File: src/bssc_pkg.sv
// ----------------------------------------------------------------------------
// bssc_pkg: shared types and constants
// Opcodes, outcome codes, controller states and the cell command for the
// sorted sequence collector.
// ----------------------------------------------------------------------------
package bssc_pkg;

   localparam int DEPTH_DEF = 16;
   localparam int SEQ_W     = 64;
   localparam int PAY_W     = 64;
   localparam int IDX_W     = 4;
   localparam int HELD_W    = 5;

   typedef enum logic [1:0] {
      OP_INSERT = 2'd0,
      OP_START  = 2'd1,
      OP_DRAIN  = 2'd2,
      OP_NOP    = 2'd3
   } opcode_type;

   typedef enum logic [2:0] {
      OC_INSERTED = 3'd0,
      OC_BELOW    = 3'd1,
      OC_DUP      = 3'd2,
      OC_DROPPED  = 3'd3,
      OC_EVICTED  = 3'd4,
      OC_ENTRY    = 3'd5,
      OC_EMPTY    = 3'd6
   } outcome_type;

   typedef enum logic [1:0] {
      ST_IDLE,
      ST_CMP,
      ST_INS,
      ST_DRAIN
   } state_type;

   typedef enum logic [1:0] {
      CELL_HOLD,
      CELL_CMP,
      CELL_INS,
      CELL_ROT
   } cell_op_type;

   typedef struct packed {
      logic [SEQ_W-1:0] seq;
      logic [PAY_W-1:0] pay;
   } entry_type;

   typedef struct packed {
      cell_op_type op;
      entry_type   key;
   } cell_cmd_type;

endpackage

File: src/bssc_cell.sv
// ----------------------------------------------------------------------------
// bssc_cell: one slot of the sorted chain
// Holds one entry, compares it against the key, and on insert either keeps
// its entry, takes the key, or takes its lower neighbor's entry. On drain the
// chain rotates toward slot zero.
// ----------------------------------------------------------------------------
module bssc_cell (
   input  logic                  clock,
   input  bssc_pkg::cell_cmd_type cmd,
   input  logic                  live,       // slot holds a stored entry
   input  logic                  wrap_here,  // last live slot: takes the head on rotate
   input  logic                  prev_lt,
   input  bssc_pkg::entry_type   prev_entry,
   input  bssc_pkg::entry_type   next_entry,
   input  bssc_pkg::entry_type   head_entry,
   output bssc_pkg::entry_type   entry,
   output logic                  lt,
   output logic                  eq
);
   import bssc_pkg::*;

   entry_type entry_ff, entry_in;
   logic      lt_ff, lt_in;
   logic      eq_ff, eq_in;

   always_comb begin
      entry_in = entry_ff;
      lt_in    = lt_ff;
      eq_in    = eq_ff;
      unique case (cmd.op)
         CELL_HOLD: ;
         CELL_CMP: begin
            lt_in = live && (entry_ff.seq < cmd.key.seq);
            eq_in = live && (entry_ff.seq == cmd.key.seq);
         end
         CELL_INS: begin
            // entries below the key stay; the first slot above takes the key
            if (!lt_ff) begin
               entry_in = prev_lt ? cmd.key : prev_entry;
            end
         end
         CELL_ROT: begin
            entry_in = wrap_here ? head_entry : next_entry;
         end
         default: ;
      endcase
   end

   always_ff @(posedge clock) begin
      entry_ff <= entry_in;
      lt_ff    <= lt_in;
      eq_ff    <= eq_in;
   end

   assign entry = entry_ff;
   assign lt    = lt_ff;
   assign eq    = eq_ff;

endmodule

File: config.mk
export PLATFORM = sky130hd
export DESIGN_NAME = bssc_cell
export DESIGN_NICKNAME = d
export VERILOG_FILES = /design/src/bssc_pkg.sv /design/src/bssc_cell.sv
export SDC_FILE = /design/constraint.sdc
export NUM_CORES = 1
export LEC_CHECK = 0
export BUFFER_PORTS_ARGS = -buffer_cell sky130_fd_sc_hd__buf_2
export CORE_AREA = 2 2 251 253
export DETAILED_ROUTE_END_ITERATION = 8
export DIE_AREA = 0 0 253 255
export MAX_ROUTING_LAYER = met4
export RECOVER_POWER = 25
export SETUP_SLACK_MARGIN = 0.05
export SYNTH_ARGS = -nofsm -noshare
export SYNTH_HDL_FRONTEND = slang
export SYNTH_SLANG_ARGS = --single-unit
File: constraint.sdc
create_clock -name clock -period 14.39 [get_ports clock]
set_input_delay 1.439 -clock clock [delete_from_list [all_inputs] [get_ports clock]]
set_output_delay 1.439 -clock clock [all_outputs]
set_load 0.05 [all_outputs]
==> summary.md <==
| Metric | Value |
|---|---|
| Synth Cell Area | 9620 um2 |
| Die area | 64500 um2 |
| Max VDD drop | 0.0000869 V |
| Final Net Count | 2136 |
| Core Region | 62200 um2 |
| Area leader, netlist | edfxtp_1 |
| RSZ-0062 raised after global routing | no |
| Fillcell total | 6951 |
| Most used routing layer | met2 |
| Post-CTS setup buffer count | 0 |
| Library cells used by synthesis | 33 |
| Status | finished, violations left |
| Vias per inst | 4.15 |
| Total Power | 1.29 mW |
| Syn avg cell area | 10.1 um2 |
| Initial core utilization | 15.5% |
| # rows | 92 |
| Vias after detailed routing | 9843 |
| GRT Residual Overflow | 0 |
| Pwr dens | 91.2 nW/um2 |
| DRC Markers | 0 |
| Most common flop cell mapped by yosys | edfxtp_1 |
| Startpoint Class | input port |
| # setup viols final | 0 |
| Vias in the first global route | 9582 |
| Drt first pass iters | 4 |
| Met1 GRT Util | 14.5% |
| Post-synth EDFFs | 130 |
| Post-Route WL | 45300 um |
| Finished Layout Cells | 2373 |
| Slew Limit Fails | 19 |
| Min-Delay Path Class | reg2reg |
| Post-synthesis register bit count | 130 |
| Setup crit end kind | flip-flop |
| Met2 Resource Use GR | 23.3% |
| Failing checks | capacitance limit, slew limit |
| Finished layout cell area | 14100 um2 |
| Layout cells sized above 1 | 39.2% |
| Die W | 253 um |
| Sequential share of the synthesized area | 40.6% |
| Hold buffer count at CTS | 0 |
| Final hold slack | 1.04 ns |
| Clk sink count | 130 |
| Rel. slew slack | -66.1% |
| Critical Path RT | 14.48 ns |
| Met3 GRT Util | 4.41% |
| R2R depth | 2 |
| Placed Area | 13700 um2 |
| Reg2reg setup slack | 10.59 ns |
| Post-CTS sizing | 0 |
| Hold path cells | 4 |
| Mapped Cells | 950 |
| Clock insertion delay at the later pin of the skew report | 0.47 ns |
| Post-synth top area share | 40.6% |
| Die Ht | 255 um |
| Largest net degree at the start of global routing | 154 |
| Crit Path Max Fanout | 58 |
| Count of final hold-check violations | 0 |
| Asr flop ratio synth | 0% |
| Tot GR Track Use | 13.8% |
| TNS Setup | 0 ns |
| Worst Path Class, Setup | in2reg |
| YS warnings | 0 |
| CTS tree | yes |
| Tcrit/Tclk final | 30.5% |
| IO Count | 648 |
| Syn nets | 1532 |
| Critical path arrival | 4.47 ns |
| Placed cells | 2334 |
| Lkg Pwr | 6.27 nW |
| Root Driver | clkbuf_16 |
| Clock tree skew after final layout | 0.0100 ns |
| Achievable frequency | 228 MHz |
| Port Buffers | 647 |
| Area grow syn2layout | 47.0% |
| Number of H-tree levels | 4 |
| Drt wl/cell | 19.1 um |
| Detail Placement HPWL | 37300 um |
| Antenna Nets Post-Route | 0 |
| GP Congestion | 0.849 |
| Num CTS Buffers | 17 |
| First-pass GRT wire length | 61200 um |
| Initial drt markers | 403 |
| Final min period | 4.38 ns |
| Reg clk slew, reported paths | 0.07 ns |
| Initial antenna violation count | 18 |
| Max Root-Sink Buffers | 2 |
| Max Cap Violations | 1 |
| Worst Tran Pin Value | 2.47 ns |
| Largest cells by area after synthesis | edfxtp_1, mux2i_1, a211oi_1 |
==> where the power goes <==
group | switching, mW | internal (mW) | total, mW
clock network | 0.201 | 0.239 | 0.441
registers | 0.0139 | 0.456 | 0.470
logic | 0.247 | 0.132 | 0.378
==> layout make-up <==
class / count / area, um2 / share of cell area (%)
Multi-Input combinational cell: 683 / 5170 / 36.6
Sequential cell: 130 / 3900 / 27.6
Timing Repair Buffer: 655 / 3230 / 22.8
Tap cell: 799 / 1000 / 7.07
Clock buffer: 18 / 429 / 3.04
Inverter: 67 / 251 / 1.78
Clock inverter: 14 / 133 / 0.939
Antenna cell: 7 / 17.5 / 0.124
==> through the flow <==
step,setup slack [ns],util [%]
after floorplan,2.88,-
after global placement,10.42,22.0
after detailed placement,10.53,22.0
after CTS,11.02,22.9
after global routing,9.75,22.7
final,10.01,22.7
==> metal layers <==
layer	up-vias	part of all wire [%]	wire, um
met3	80	8.5	3840
met4	0	3.7	1700
li1	4812	-	-
met5	-	0	0
met2	508	49	22400
met1	4443	38	17400
==> state kept, by name, summed over array words and instances (netlist names) <==
| register | count |
|---|---|
| entry | 128 |
| lt | 1 |
| eq | 1 |
==> cell usage after synthesis (all sizes together) (7+ instances only) <==
cell	number
nor2b	129
buf	33
mux2i	128
a211oi	129
inv	67
nand3	7
o21ai	9
ha	64
nand4	11
nand2	21
clkbuf	37
edfxtp	130
a21oi	154
==> cell usage in the layout (no fill, tap or decap), types with 2 or more instances in the layout <==
cell          n
nand4_4       2
nor4_4        2
nand4_2       4
ha_1         64
inv_1        67
nand2b_1      2
nand2_1      20
o211ai_1      3
clkinvlp_4    5
nor2b_1     129
clkinv_4      3
inv_6         4
a211oi_1    129
edfxtp_1    130
nor3_1        4
nand4_1       5
a221oi_1      4
mux2i_1     128
a21oi_1     154
buf_2       565
nor2_1        4
nand3_1       7
and4_1        3
buf_4         7
diode_2       7
clkbuf_1     81
clkbuf_16    17
clkbuf_8      2
o21ai_0       8
==> worst max-delay path: stages <==
cell and delay, ns:
clkbuf_1 0.14, inv_1 0.07, a21boi_0 1.82, buf_4 0.86
==> cell families (layout without fill, tap and decap cells) <==
| group | after synthesis | count (layout) | share of synthesized area, % |
|---|---|---|---|
| buf+inv | 137 | 754 | 5.73 |
| other cells | 0 | 7 | 0 |
| flops | 130 | 130 | 40.6 |
| fa+ha+maj | 64 | 64 | 8.33 |
| mux | 128 | 128 | 13.3 |
| simple gates | 185 | 185 | 12.3 |
| compound gates | 306 | 306 | 19.8 |
==> final timing paths <==
check                 startpoint                   end
min reg2reg  entry[87]$_DFFE_PP_          lt$_DFFE_PN_
max reg2reg         lt$_DFFE_PN_  entry[106]$_DFFE_PP_
max                     cmd[128]  entry[106]$_DFFE_PP_
min          entry[87]$_DFFE_PP_          lt$_DFFE_PN_
Note: power is estimated with default switching activity, not from simulation.
